`config.mk`:
```
export PLATFORM = sky130hd
export DESIGN_NAME = priority_wait_queue_with_cancel_core
export DESIGN_NICKNAME = d
export VERILOG_FILES = /design/src/pwqc_pkg.sv /design/src/pwqc_links.sv /design/src/priority_wait_queue_with_cancel_core.sv
export VERILOG_INCLUDE_DIRS = /design/src /design/src/src
export SDC_FILE = /design/constraint.sdc
export NUM_CORES = 1
export LEC_CHECK = 0
export BUFFER_PORTS_ARGS = -buffer_cell sky130_fd_sc_hd__buf_2
export CORE_ASPECT_RATIO = 0.9
export CORE_MARGIN = 5
export CORE_UTILIZATION = 40
export DETAILED_ROUTE_END_ITERATION = 12
export PLACE_DENSITY = 0.66
export SETUP_SLACK_MARGIN = 0.05
export SLEW_MARGIN = 15
export SYNTH_ARGS = -nofsm -noshare
export SYNTH_HDL_FRONTEND = slang
export SYNTH_SLANG_ARGS = --single-unit
```
`constraint.sdc`:
```
create_clock -name clk -period 3.66 [get_ports clk]
set_input_delay 0.366 -clock clk [delete_from_list [all_inputs] [get_ports clk]]
set_output_delay 0.366 -clock clk [all_outputs]
set_load 0.05 [all_outputs]
```
`src/priority_wait_queue_with_cancel_core_macros.svh`:
```
// ----------------------------------------------------------------------------
// Priority wait queue with cancel: assertion macros
// Clocked checks on clk, switched off while rst is high.
// ----------------------------------------------------------------------------
`ifndef PRIORITY_WAIT_QUEUE_WITH_CANCEL_CORE_MACROS_SVH
`define PRIORITY_WAIT_QUEUE_WITH_CANCEL_CORE_MACROS_SVH

// Same-cycle implication
`define PWQC_ASSERT_NOW(lbl, ante, cons, msg) \
  lbl: assert property (@(posedge clk) disable iff (rst) (ante) |-> (cons)) \
    else $error(msg);

// Next-cycle implication
`define PWQC_ASSERT_NEXT(lbl, ante, cons, msg) \
  lbl: assert property (@(posedge clk) disable iff (rst) (ante) |=> (cons)) \
    else $error(msg);

`endif

```
`src/pwqc_pkg.sv`:
```
// ----------------------------------------------------------------------------
// pwqc_pkg
// Command and result types, function codes and memory control for the
// priority wait queue with cancel.
// ----------------------------------------------------------------------------
`default_nettype none

package pwqc_pkg;

  // Function codes
  localparam logic [2:0] FN_CLEAR  = 3'd0;
  localparam logic [2:0] FN_PUSH   = 3'd1;
  localparam logic [2:0] FN_POP    = 3'd2;
  localparam logic [2:0] FN_CHECK  = 3'd3;
  localparam logic [2:0] FN_CANCEL = 3'd4;

  // Command payload
  typedef struct packed {
    logic [2:0] func;
    logic [1:0] priority_req;
    logic [3:0] block_id;
  } cmd_t;

  // Result payload
  typedef struct packed {
    logic       ok;
    logic [3:0] slot_out;
    logic       any_waiting;
  } rsp_t;

  // Link memory controls
  typedef struct packed {
    logic rd_en;
    logic next_we;
    logic prev_we;
    logic lvl_we;
  } mem_ctl_t;

endpackage

`default_nettype wire

```
`src/pwqc_links.sv`:
```
// ----------------------------------------------------------------------------
// pwqc_links
// Per-slot link store: next link, previous link and level of each slot.
// One shared read address with registered read data, one write port each.
// ----------------------------------------------------------------------------
`default_nettype none

module pwqc_links
  import pwqc_pkg::*;
#(
  parameter int SLOTS  = 16,
  parameter int LEVELS = 4
) (
  input  wire logic                        clk,
  input  wire mem_ctl_t                    ctl,
  input  wire logic [$clog2(SLOTS)-1:0]    raddr,
  input  wire logic [$clog2(SLOTS)-1:0]    next_waddr,
  input  wire logic [$clog2(SLOTS)-1:0]    next_wdata,
  input  wire logic [$clog2(SLOTS)-1:0]    prev_waddr,
  input  wire logic [$clog2(SLOTS)-1:0]    prev_wdata,
  input  wire logic [$clog2(SLOTS)-1:0]    lvl_waddr,
  input  wire logic [$clog2(LEVELS)-1:0]   lvl_wdata,
  output logic      [$clog2(SLOTS)-1:0]    next_rdata,
  output logic      [$clog2(SLOTS)-1:0]    prev_rdata,
  output logic      [$clog2(LEVELS)-1:0]   lvl_rdata
);

  localparam int SW = $clog2(SLOTS);
  localparam int LW = $clog2(LEVELS);

  logic [SW-1:0] next_mem [SLOTS];
  logic [SW-1:0] prev_mem [SLOTS];
  logic [LW-1:0] lvl_mem  [SLOTS];

  // Writes
  always_ff @(posedge clk) begin
    if (ctl.next_we) begin
      next_mem[next_waddr] <= next_wdata;
    end
    if (ctl.prev_we) begin
      prev_mem[prev_waddr] <= prev_wdata;
    end
    if (ctl.lvl_we) begin
      lvl_mem[lvl_waddr] <= lvl_wdata;
    end
  end

  // Registered read, held until the next read
  always_ff @(posedge clk) begin
    if (ctl.rd_en) begin
      next_rdata <= next_mem[raddr];
      prev_rdata <= prev_mem[raddr];
      lvl_rdata  <= lvl_mem[raddr];
    end
  end

endmodule

`default_nettype wire

```
`src/priority_wait_queue_with_cancel_core.sv`:
```
// The accepted command and its link reads are registered; the result is
// registered when its update state completes. No new command is taken while
//   the link memory read and the update and write-back are under way.
// A stalled result holds the next command in its update cycle.
// Reset clears level and slot-queued flags at once; no clearing pass.
// ----------------------------------------------------------------------------
// priority_wait_queue_with_cancel_core
// Four-level FIFO wait lists of slot numbers kept as doubly linked lists,
// with push, pop of most urgent level, check, cancel and clear.
// ----------------------------------------------------------------------------
`default_nettype none

`include "priority_wait_queue_with_cancel_core_macros.svh"

module priority_wait_queue_with_cancel_core
  import pwqc_pkg::*;
#(
  parameter int LEVELS = 4,
  parameter int SLOTS  = 16
) (
  input  wire logic clk,
  input  wire logic rst,
  input  wire logic cmd_valid,
  output logic      cmd_stall,
  input  wire cmd_t cmd,
  output logic      rsp_valid,
  input  wire logic rsp_stall,
  output rsp_t      rsp
);

  localparam int SW = $clog2(SLOTS);
  localparam int LW = $clog2(LEVELS);

  typedef enum logic [1:0] {
    ST_IDLE = 2'b01,
    ST_EXEC = 2'b10
  } state_t;

  state_t st, st_next;

  cmd_t          cmd_q;
  logic [SW-1:0] head [LEVELS];
  logic [SW-1:0] tail [LEVELS];
  logic [LEVELS-1:0] nonempty, nonempty_next;
  logic [SLOTS-1:0]  queued, queued_next;

  logic          accept;
  logic          exec_go;
  mem_ctl_t      mctl;
  logic [SW-1:0] rd_addr;
  logic [SW-1:0] next_waddr, next_wdata, prev_waddr, prev_wdata;
  logic [SW-1:0] next_rd, prev_rd;
  logic [LW-1:0] lvl_rd;

  logic          pop_found;
  logic [LW-1:0] pop_lvl;
  logic [LW-1:0] push_lvl;
  logic [LW-1:0] lvl_sel;
  logic [SW-1:0] head_sel, tail_sel;
  logic [SW-1:0] s_q;
  logic          s_in_range;
  logic          s_queued;

  logic          head_we, tail_we;
  logic [SW-1:0] head_wd, tail_wd;
  logic          res_ok;
  logic [SW-1:0] res_slot;

  // Handshake
  assign accept    = cmd_valid && !cmd_stall;
  assign cmd_stall = (st != ST_IDLE);
  assign exec_go   = (st == ST_EXEC) && !(rsp_valid && rsp_stall);

  // Most urgent non-empty level
  always_comb begin
    pop_found = 1'b0;
    pop_lvl   = '0;
    for (int i = LEVELS - 1; i >= 0; i--) begin
      if (nonempty[i]) begin
        pop_found = 1'b1;
        pop_lvl   = LW'(i);
      end
    end
  end

  // Decoded fields of the held command
  assign s_q        = SW'(cmd_q.block_id);
  assign s_in_range = (32'(cmd_q.block_id) < SLOTS);
  assign s_queued   = s_in_range && queued[s_q];
  assign push_lvl   = (32'(cmd_q.priority_req) >= LEVELS) ? LW'(LEVELS - 1)
                                                          : LW'(cmd_q.priority_req);

  // One level selected per cycle for head/tail access
  always_comb begin
    if (st == ST_IDLE) begin
      lvl_sel = pop_lvl;
    end else begin
      case (cmd_q.func)
        FN_PUSH: lvl_sel = push_lvl;
        FN_POP:  lvl_sel = pop_lvl;
        default: lvl_sel = lvl_rd;
      endcase
    end
  end

  assign head_sel = head[lvl_sel];
  assign tail_sel = tail[lvl_sel];

  // Link read address: pop reads the head slot, cancel reads its own slot
  assign rd_addr = (cmd.func == FN_POP) ? head_sel : SW'(cmd.block_id);

  // Update cycle: modify lists and links
  always_comb begin
    nonempty_next = nonempty;
    queued_next   = queued;
    head_we       = 1'b0;
    tail_we       = 1'b0;
    head_wd       = s_q;
    tail_wd       = s_q;
    mctl          = '0;
    mctl.rd_en    = accept;
    next_waddr    = tail_sel;
    next_wdata    = s_q;
    prev_waddr    = s_q;
    prev_wdata    = tail_sel;
    res_ok        = 1'b0;
    res_slot      = '0;
    if (exec_go) begin
      case (cmd_q.func)
        FN_CLEAR: begin
          nonempty_next = '0;
          queued_next   = '0;
          res_ok        = 1'b1;
        end
        FN_PUSH: begin
          if (s_in_range && !s_queued) begin
            if (nonempty[push_lvl]) begin
              mctl.next_we = 1'b1;
              mctl.prev_we = 1'b1;
            end else begin
              head_we                 = 1'b1;
              nonempty_next[push_lvl] = 1'b1;
            end
            tail_we          = 1'b1;
            mctl.lvl_we      = 1'b1;
            queued_next[s_q] = 1'b1;
            res_ok           = 1'b1;
          end
        end
        FN_POP: begin
          if (pop_found) begin
            if (head_sel == tail_sel) begin
              nonempty_next[pop_lvl] = 1'b0;
            end else begin
              head_we = 1'b1;
              head_wd = next_rd;
            end
            queued_next[head_sel] = 1'b0;
            res_ok                = 1'b1;
            res_slot              = head_sel;
          end
        end
        FN_CHECK: begin
          res_ok = |nonempty;
        end
        FN_CANCEL: begin
          if (s_queued) begin
            if ((head_sel == s_q) && (tail_sel == s_q)) begin
              nonempty_next[lvl_rd] = 1'b0;
            end else if (head_sel == s_q) begin
              head_we = 1'b1;
              head_wd = next_rd;
            end else if (tail_sel == s_q) begin
              tail_we = 1'b1;
              tail_wd = prev_rd;
            end else begin
              // unlink from the middle
              mctl.next_we = 1'b1;
              mctl.prev_we = 1'b1;
              next_waddr   = prev_rd;
              next_wdata   = next_rd;
              prev_waddr   = next_rd;
              prev_wdata   = prev_rd;
            end
            queued_next[s_q] = 1'b0;
            res_ok           = 1'b1;
          end
        end
        default: begin
          res_ok = 1'b0;
        end
      endcase
    end
  end

  // Sequencer
  always_comb begin
    st_next = st;
    case (st)
      ST_IDLE: begin
        if (accept) begin
          st_next = ST_EXEC;
        end
      end
      ST_EXEC: begin
        if (exec_go) begin
          st_next = ST_IDLE;
        end
      end
      default: begin
        st_next = ST_IDLE;
      end
    endcase
  end

  // Control registers
  always_ff @(posedge clk) begin
    if (rst) begin
      st        <= ST_IDLE;
      nonempty  <= '0;
      queued    <= '0;
      rsp_valid <= 1'b0;
    end else begin
      st       <= st_next;
      nonempty <= nonempty_next;
      queued   <= queued_next;
      if (exec_go) begin
        rsp_valid <= 1'b1;
      end else if (!rsp_stall) begin
        rsp_valid <= 1'b0;
      end
    end
  end

  // Payload registers
  always_ff @(posedge clk) begin
    if (accept) begin
      cmd_q <= cmd;
    end
    if (head_we) begin
      head[lvl_sel] <= head_wd;
    end
    if (tail_we) begin
      tail[lvl_sel] <= tail_wd;
    end
    if (exec_go) begin
      rsp.ok          <= res_ok;
      rsp.slot_out    <= 4'(res_slot);
      rsp.any_waiting <= |nonempty_next;
    end
  end

  // Link store
  pwqc_links #(
    .SLOTS  (SLOTS),
    .LEVELS (LEVELS)
  ) u_links (
    .clk        (clk),
    .ctl        (mctl),
    .raddr      (rd_addr),
    .next_waddr (next_waddr),
    .next_wdata (next_wdata),
    .prev_waddr (prev_waddr),
    .prev_wdata (prev_wdata),
    .lvl_waddr  (s_q),
    .lvl_wdata  (push_lvl),
    .next_rdata (next_rd),
    .prev_rdata (prev_rd),
    .lvl_rdata  (lvl_rd)
  );

  // Checks
  `PWQC_ASSERT_NEXT(a_accept_to_exec, accept, st == ST_EXEC, "command did not enter update cycle")
  `PWQC_ASSERT_NOW(a_rsp_after_exec, $rose(rsp_valid), $past(st) == ST_EXEC, "result without update cycle")
  `PWQC_ASSERT_NOW(a_waiting_flag, rsp_valid, rsp.any_waiting == (|nonempty), "any_waiting out of step with level flags")

endmodule

`default_nettype wire

```
==> flow_summary.toml, run 1 <==
[outcome]
status = "finished with violations"
violations = "setup timing"

[routing]
drt-total-wl_um = 34400
ant_nets = 0
viasPerCell = 5.98
drc = 0
firstDrtPassIters = 8
wl_per_cell_um = 23.2
vias = 8862
drtIter0Drc = 1029

[timing]
fin_crit_ns = 3.92
final_hold_viol_count = 0
finalCritPeriodShare = 1.07
fin_ws_ns = -0.258
worstMarginPinSlew_ns = 1.00
drv_slew = 0
final.setup.tns_ns = -35.17
skew_ns = 0.0180
setup_viol = 273
relSlewSlack = 0.330
fin_worst_hold_slack_ns = 0.0293
max_freq_mhz = 255
rsz0062_at_grt = "true"

[clocking]
clkSlewWorstSetupHoldPaths_ns = 0.06
insertion_delay_ns = 0.54
clockBufferDepth = 3
cts_tree = "yes"
cts_buffers = 27
cts_root_buffer = "clkbuf_16"
cts.sinks = 240
h-tree-depth = 1

[layout]
nets = 1115
drive_gt1_frac = 0.370
design_area_um2 = 15700
finish.utilization = 0.559
area_growth_pct = 36.8
n_antenna_cell = 0
final_cells = 1481
nFillCells = 2133

[worst_setup_path]
end_kind = "register"
crit_required_ns = 3.90
slowest_delay_ns = 0.51
cp_max_fo = 5
critical_path_arrival_ns = 4.16
worstSetupStartpointType = "register"
worstPathCellList = "buf_6 -> or3b_4 -> a211oi_4 -> nor2_4 -> buf_4 -> a222oi_1 -> mux2i_2 -> xnor2_2 -> nand3_4 -> or3b_4 -> a311o_2 -> buf_6 -> nor2_4"
path_buf_inv = 3
critical_path.slowest_cell = "edfxtp_1"
crit_family = "simple AND/OR/NAND/NOR gates"
crit_type = "reg2reg"

[die]
rows = 58
die_area_um2 = 32200
die_x_um = 189
die_h_um = 171
io_pins = 21
initial_utilization = 0.408
core_um2 = 28100

[synthesis]
async_flop_share = 0
syn_nets = 942
synth_cells = 929
synth_warnings = 0
synth_top_flop_cell = "edfxtp_1"
synth_edf_count = 217
synth.yosys.seq_area_share = 0.608
avgSynthCellArea_um2 = 12.3
yosys_register_bits = 240
syn_area_um2 = 11500
ys_types = 74

[global_routing]
antenna_found_initial = 0
grt_max_degree = 33
grt_overflow_total = 0
grt_pass1_wl_um = 49200
grt_pass1_vias = 8392
grtUsageTotal = 0.195

[placed_design]
hpwl_um = 20500
placed_cells_incl_taps = 1357
gp_congestion = 0.870
pre_cts_slack_ns = -0.511
portBuffers = 20
dpl_cell_area_um2 = 12800

[power]
p_leak_nw = 5.39
total_power_mw = 6.80
power_density_nw_per_um2 = 433
peakVddDrop_mv = 0.330

[job]
cap_violations = 0

[hold_path]
hold_path_class = "in2reg"
-- synthesized netlist by cell type (26+ instances only) --
cell,count,area [µm²]
mux2i_1,51,510
nor3_1,59,295
a31oi_1,26,163
a211oi_1,42,315
o211ai_1,26,195
clkbuf_1,31,116
inv_1,26,97.6
nand2_1,92,345
edfxtp_1,217,6520
mux2_2,34,383
nor2b_1,27,169
nor2_1,69,259
-- cells in the final DEF, fill, tap and decap left out, types with 20 or more instances in the layout --
cell type	n
nor2_4	33
buf_12	24
o211ai_1	26
buf_6	38
mux2i_1	39
a21oi_1	22
nand2_1	87
buf_2	20
nor2b_1	27
nor3_1	50
inv_1	25
dfxtp_1	23
buf_4	101
nor2_1	36
edfxtp_1	217
a211oi_1	29
clkbuf_16	31
mux2_2	30
-- metal layers --
metal	vias up	part of all wire	global-route usage
li1	3952	-	-
met1	4396	0.42	0.285
met2	430	0.46	0.301
met3	84	0.088	0.0337
met4	0	0.032	0.0542
met5	-	0	0
-- logic make-up (layout without fill, tap and decap cells) --
kind of cell           after synthesis  in the layout  synth area share
XOR/XNOR                            11             11           0.00905
AND/OR/NAND/NOR                    307            307             0.130
multiplexers                        94             94            0.0928
AO/OA/AOI/OAI                      196            197             0.128
flip-flops                         240            240             0.608
buffers and inverters               81            272            0.0316
-- final timing paths --
| kind | from | endpoint | slack (ns) | cells past startpoint |
|---|---|---|---|---|
| worst max-delay path | cmd_q[6] | head[3][2] | -0.26 | 13 |
| worst min-delay path | cmd[8] | cmd_q[8] | 0.03 | 1 |
| worst max register to register | cmd_q[6] | head[3][2] | -0.26 | 13 |
| worst min register to register | rsp_valid | rsp_valid | 0.49 | 2 |
-- sequential cells by signal, summed over array words and instances, names as in the netlist --
name / count
u_links.lvl_mem: 32
u_links.next_mem: 64
head: 16
u_links.prev_rdata: 4
u_links.prev_mem: 64
s_q: 4
rsp_valid: 1
nonempty: 4
queued: 16
push_lvl: 2
u_links.lvl_rdata: 2
st: 2
tail: 16
rsp: 6
cmd_q: 3
u_links.next_rdata: 4
-- worst reg2reg max path, delay by kind of cell (launching register included) --
family | cells | cell delay [ns]
buffers and inverters | 3 | 0.49
XOR/XNOR | 1 | 0.24
multiplexers | 1 | 0.18
AO/OA/AOI/OAI | 3 | 1.01
AND/OR/NAND/NOR | 5 | 1.20
flip-flops | 1 | 0.51
-- report_power, final --
group          internal [mW]  switching, mW  total (mW)  leakage [nW]
Clock                   1.48           1.09        2.57         0.399
Combinational          0.491          0.652        1.14          2.84
Sequential              3.04         0.0436        3.08          2.15
Total                   5.01           1.79        6.80          5.39
-- final cells by class --
cell class,instances,area (µm²),area share
multi-input combinational,609,5270,0.336
sequential,240,6980,0.445
tap,360,450,0.0287
timing repair buffer,198,2060,0.131
clock buffer,36,729,0.0465
inverter,26,97.6,0.00622
clock inverter,12,108,0.00686
-- what timing repair did --
item / 4_1_cts / 5_1_grt
pin swaps: 55 / 66
setup buffers: 38 / 33
setup endpoints to repair: 306 / 347
endpoints found under the hold margin: 2 / 0
gates cloned: 5 / 5
hold buffers: 2 / 0
resized for setup: 147 / 113
Power figures use the tool's default switching activity.
==> inputs of run 2 (changes only) <==
--- a/config.mk
+++ b/config.mk
@@ -16,4 +16,5 @@
 export SLEW_MARGIN = 15
 export SYNTH_ARGS = -nofsm -noshare
 export SYNTH_HDL_FRONTEND = slang
+export SYNTH_HIERARCHICAL = 1
 export SYNTH_SLANG_ARGS = --single-unit
==> run 2 against run 1 <==
Net effect:
- the run still ends with setup timing left
- fmax decreased by 0.82%
- critical path depth decreased by 2
- final area decreased by 9.4%
- worst hold slack got worse by 0.0044 ns
- clock power decreased by 5%
- largest power group unchanged
==> flow_summary.toml, run 2 <==
[synthesis]
syn_nets = 799
synth_common_cells = "edfxtp_1 (217), nor2_1 (72), nand2_1 (57), a21oi_1 (36), mux4_2 (34)"
ys_types = 84
avgSynthCellArea_um2 = 14.3
yosysTopAreaCellShare = 0.581
synth.top_cells.by_area = "edfxtp_1 (58%), mux4_2 (6.8%), dfxtp_1 (4.1%)"
synth.most_common_cell = "edfxtp_1"
synth_edf_count = 217
synth_warnings = 6
synth_top_flop_cell = "edfxtp_1"
synth.yosys.seq_area_share = 0.622
synth_top_area_cell = "edfxtp_1"
syn_area_um2 = 11200
yosys_register_bits = 240
synth_cells = 786
async_flop_share = 0

[timing]
max_freq_mhz = 253
setup_viol = 199
rsz0062_at_grt = "true"
relSlewSlack = 0.418
skew_ns = 0.0149
fin_crit_ns = 3.95
finalCritPeriodShare = 1.08
final_hold_viol_count = 0
drv_slew = 0
fin_ws_ns = -0.291
worstMarginPinSlew_ns = 0.872

[layout]
reg_top3 = "u_links/next_mem x64, u_links/prev_mem x64, u_links/lvl_mem x32"
finish.utilization = 0.511
n_antenna_cell = 0
drive_gt1_frac = 0.379
most-common-layout-cells = "edfxtp_1 (217), buf_4 (120), nand2_1 (54), nor2_1 (52), mux4_2 (35)"
final_cells = 1321
layout_commonest_cell = "edfxtp_1"
area_growth_pct = 26.8
nets = 957

[worst_setup_path]
r2r_slack_ns = -0.29
critical_path.slowest_cell = "or4_4"
crit_type = "reg2reg"
worstSetupStartpointType = "register"
worstPathCellList = "or3b_4 -> a211oi_4 -> nor3_1 -> or4_4 -> nand3_2 -> nor4b_4 -> nand3_2 -> nand4_4 -> mux2_4 -> or3b_4 -> nor3_4"
path_buf_inv = 0
critical_path_arrival_ns = 4.17
crit_required_ns = 3.88
end_kind = "register"
crit_family = "simple AND/OR/NAND/NOR gates"
slowest_delay_ns = 0.52
cp_max_fo = 5

[placed_design]
portBuffers = 20
gp_congestion = 0.908
placed_cells_incl_taps = 1252
pre_cts_slack_ns = -0.235
hpwl_um = 19500

[die]
rows = 58
die_h_um = 169
io_pins = 21
die_x_um = 186
die_area_um2 = 31500
initial_utilization = 0.403
core_um2 = 27800

[global_routing]
grt_overflow_total = 0
grt_pass1_wl_um = 42700
grt_pass1_vias = 7552
antenna_found_initial = 0
grt_max_degree = 23
grtUsageTotal = 0.169

[power]
peakVddDrop_mv = 0.420
p_leak_nw = 4.85
power_density_nw_per_um2 = 448

[outcome]
violations = "setup timing"
status = "finished with violations"

[hold_path]
hold_path_class = "in2reg"

[clocking]
cts_root_buffer = "clkbuf_16"
clkSlewWorstSetupHoldPaths_ns = 0.06
cts.sinks = 240
holdBufCountCts = 0
h-tree-depth = 1
clockBufferDepth = 3
cts_tree = "yes"
insertion_delay_ns = 0.54
cts_buffers = 25

[job]
cap_violations = 0

[routing]
drtIter0Drc = 747
firstDrtPassIters = 5
vias = 7617
drt-total-wl_um = 27900
viasPerCell = 5.77
ant_nets = 0
drc = 0
wl_per_cell_um = 21.1
[run 2: worst register-to-register path: cells and delay by family, from the launching register on]
kind	cells	cell delay (ns)
flops	1	0.45
compound gates	1	0.39
simple gates	9	2.45
mux	1	0.36
[run 2: layout make-up]
cell class	instances	area, µm²
clock buffer	29	641
clock inverter	15	143
fill	2266	13600
inverter	18	70.1
multi-input combinational	490	4500
sequential	240	6980
tap	360	450
timing repair buffer	169	1430
[run 2: what timing repair did]
item / CTS / global route
pin swaps: 9 / 15
setup endpoints to repair: 192 / 292
gates resized for setup: 39 / 72
setup buffers: 9 / 16
cloned: 2 / 0
[run 2: power by group]
part / internal (mW) / switching [mW] / leakage [nW]
sequential: 3.04 / 0.0199 / 2.15
combinational: 0.374 / 0.498 / 2.33
clock: 1.40 / 1.03 / 0.377
[run 2: path summary, 6_finish.rpt]
check                               start                      to  cells after the start
worst max register to register   cmd_q[6]  u_links/next_mem[0][0]                     11
worst max-delay path             cmd_q[6]  u_links/next_mem[0][0]                     11
worst min-delay path               cmd[4]             push_lvl[0]                      1
worst min register to register  queued[4]               queued[4]                      2
[run 2: cells by family after synthesis]
family,Yosys count,share of synthesized area
AOI/OAI and AO/OA,168,0.111
DFF,240,0.622
buffers and inverters,57,0.0257
and+or+nand+nor,242,0.115
xor gates and xnor gates,12,0.0100
muxes,67,0.117
[run 2: layer usage]
metal / share of wire / track usage / vias up
li1: - / - / 3448
met1: 0.43 / 0.238 / 3822
met2: 0.48 / 0.278 / 302
met3: 0.068 / 0.0276 / 45
met4: 0.024 / 0.0434 / 0
met5: 0 / 0 / -
[run 2: metrics by stage]
| stage | cell area (µm²) | power [mW] | hold slack (ns) | TNS, ns |
|---|---|---|---|---|
| 2_1_floorplan | 11300 | 3.57 | 0.445 | -5.12 |
| 3_3_place_gp | 12700 | 3.87 | 0.475 | -13.75 |
| 3_5_place_dp | 12700 | 3.87 | 0.492 | -24.56 |
| 4_1_cts | 13800 | 6.34 | 0.0139 | -14.41 |
| 5_1_grt | 14200 | 6.59 | 0.0116 | -64.75 |
| 6_report | 14200 | 6.36 | 0.0249 | -34.32 |
==> inputs of run 3 (changes only) <==
==> constraint.sdc (replaced) <==
create_clock -name clk -period 3.66 [get_ports clk]
set_input_delay 0.183 -clock clk [delete_from_list [all_inputs] [get_ports clk]]
set_output_delay 0.183 -clock clk [all_outputs]
set_load 0.05 [all_outputs]
==> run 3 against run 2 <==
Net effect:
- the flow still finishes with violations (setup timing)
- sequential share of layout area down 1.5 points
- critical path depth up 2
- global-route usage fell by 0.090 points
- via count is 2.3% higher
- clock-buffer cell count decreased by 3
- flip-flop and latch count unchanged
- sequential power barely moved
- largest power group unchanged
- first-iteration DRC count down 5.0%
- worst setup slack better by 0.053 ns
- utilization up 1.7 points
- clock power up 8%
- critical endpoint is now u_links/prev_mem[0][0]
==> flow_summary.toml, run 3 (same netlist as run 2, synthesis figures left out) <==
[routing]
vias = 7790
drt-total-wl_um = 28900
firstDrtPassIters = 5
ant_nets = 0
drtIter0Drc = 710
viasPerCell = 5.77
wl_per_cell_um = 21.4
drc = 0

[global_routing]
grt_overflow_total = 0
grtUsageTotal = 0.168
grt_pass1_wl_um = 42700
antenna_found_initial = 0
grt_pass1_vias = 7571
grt_max_degree = 23

[job]
cap_violations = 0

[layout]
n_antenna_cell = 0
reg_top3 = "u_links/next_mem x64, u_links/prev_mem x64, u_links/lvl_mem x32"
finish.utilization = 0.528
layout_commonest_cell = "edfxtp_1"
nFillCells = 2239
most-common-layout-cells = "edfxtp_1 (217), buf_4 (132), nand2_1 (54), nor2_1 (51), mux4_2 (41)"
nets = 984
drive_gt1_frac = 0.408
area_growth_pct = 30.9

[hold_path]
hold_path_class = "in2reg"
hold_start = "rst"
hold_depth = 2
hold_path_end = "nonempty[0]"

[outcome]
violations = "setup timing"
status = "finished with violations"

[clocking]
clockBufferDepth = 3
insertion_delay_ns = 0.54
h-tree-depth = 1
cts.sinks = 240
clkSlewWorstSetupHoldPaths_ns = 0.06
cts_tree = "yes"
cts_buffers = 25
cts_root_buffer = "clkbuf_16"

[worst_setup_path]
crit_family = "simple AND/OR/NAND/NOR gates"
critical_path_arrival_ns = 4.12
crit_type = "reg2reg"
critical_path.slowest_cell = "edfxtp_1"
r2r_slack_ns = -0.24
cp_max_fo = 8
end_kind = "register"
path_buf_inv = 2
worstSetupStartpointType = "register"
r2r_end = "u_links/prev_mem[0][0]"
slowest_delay_ns = 0.45
reg2regPathDepth = 13
reg2reg_from = "cmd_q[6]"
crit_required_ns = 3.89
worst_path_most_repeated_cell = "buf_6"
worstPathCellList = "buf_6 -> nor3b_4 -> buf_6 -> nor2_4 -> o311a_4 -> a2111oi_4 -> nor3_2 -> nor4b_4 -> nand3_2 -> nand4_4 -> mux2_4 -> or3b_4 -> nor3_4"

[die]
die_area_um2 = 31500
die_h_um = 169
io_pins = 21
die_x_um = 186
rows = 58
core_um2 = 27800
initial_utilization = 0.403

[timing]
finalCritPeriodShare = 1.06
fin_ws_ns = -0.237
drv_slew = 0
rsz0062_at_grt = "true"
max_freq_mhz = 257
fin_worst_hold_slack_ns = 0.0832
skew_ns = 0.0274
final.setup.tns_ns = -14.15
fin_crit_ns = 3.90
setup_viol = 137
final_hold_viol_count = 0
worstMarginPinSlew_ns = 0.999
relSlewSlack = 0.332

[power]
total_power_mw = 6.62
p_int_mw = 5.00
pwr-share-clk = 0.396
pwr-share-seq = 0.462
power_density_nw_per_um2 = 451
peakVddDrop_mv = 0.423
combPwrFrac = 0.143
p_sw_mw = 1.63
p_sw_frac = 0.245
p_leak_nw = 5.02

[placed_design]
portBuffers = 20
gp_congestion = 0.909
hpwl_um = 19400
-- run 3: changes by cell type in the layout (fill, tap and decap cells not counted), moves of 6 or more --
cell | before | now
mux4_1 | 11 | 5
a22oi_2 | 6 | 15
a22oi_1 | 14 | 5
mux4_2 | 35 | 41
dlygate4sd3_1 | 0 | 11
buf_4 | 120 | 132
-- run 3: worst max path at each step --
stage / from / endpoint / slack (ns) / cells past startpoint
CTS: cmd_q[6] / u_links/prev_mem[0][0] / -0.13 / 13
global route: cmd_q[6] / u_links/prev_mem[0][0] / -0.37 / 13
global placement: cmd_q[6] / u_links/prev_mem[0][3] / -0.13 / 13
finish: cmd_q[6] / u_links/prev_mem[0][0] / -0.24 / 13
floorplan: push_lvl[1] / u_links/prev_mem[0][0] / -0.09 / 11
detailed placement: cmd_q[6] / u_links/prev_mem[0][0] / -0.21 / 13
-- run 3: layout make-up --
cell class              instances  area [µm²]  area share
clock buffers                  26         629      0.0429
clock inverters                19         225      0.0153
inverters                      18        70.1     0.00477
multi-input cells             489        4600       0.314
flip-flops and latches        240        6980       0.475
well taps                     360         450      0.0307
repair buffers                197        1720       0.117
-- run 3: metal layers --
layer  up-vias  share of wire  track usage
met5         -              0            0
met2       339           0.49        0.275
met1      3893           0.42        0.240
met3        63          0.067       0.0237
li1       3495              -            -
met4         0          0.023       0.0447
-- run 3: timing repair --
action                     CTS  global route
setup buffers               14            26
pin swaps                   10            34
hold endpoints to repair    12             0
setup endpoints to repair  195           257
hold buffers                11             0
resized for setup           55            89
cloned                       0             4
-- run 3: power groups by stage --
stage | Clock (mW) | Combinational [mW] | Sequential [mW]
after floorplan | 0 | 0.453 | 3.12
after global placement | 0 | 0.754 | 3.11
after detailed placement | 0 | 0.764 | 3.11
after CTS | 2.66 | 0.827 | 3.06
after global routing | 2.79 | 0.994 | 3.06
final | 2.62 | 0.945 | 3.06
-- run 3: metrics by stage --
step	cell area [µm²]	worst slack [ns]	std cells
after floorplan	11300	-0.0863	786
after global placement	12700	-0.129	1253
final	14700	-0.237	1349
after detailed placement	12700	-0.207	1253
after CTS	14100	-0.129	1323
after global routing	14700	-0.373	1349
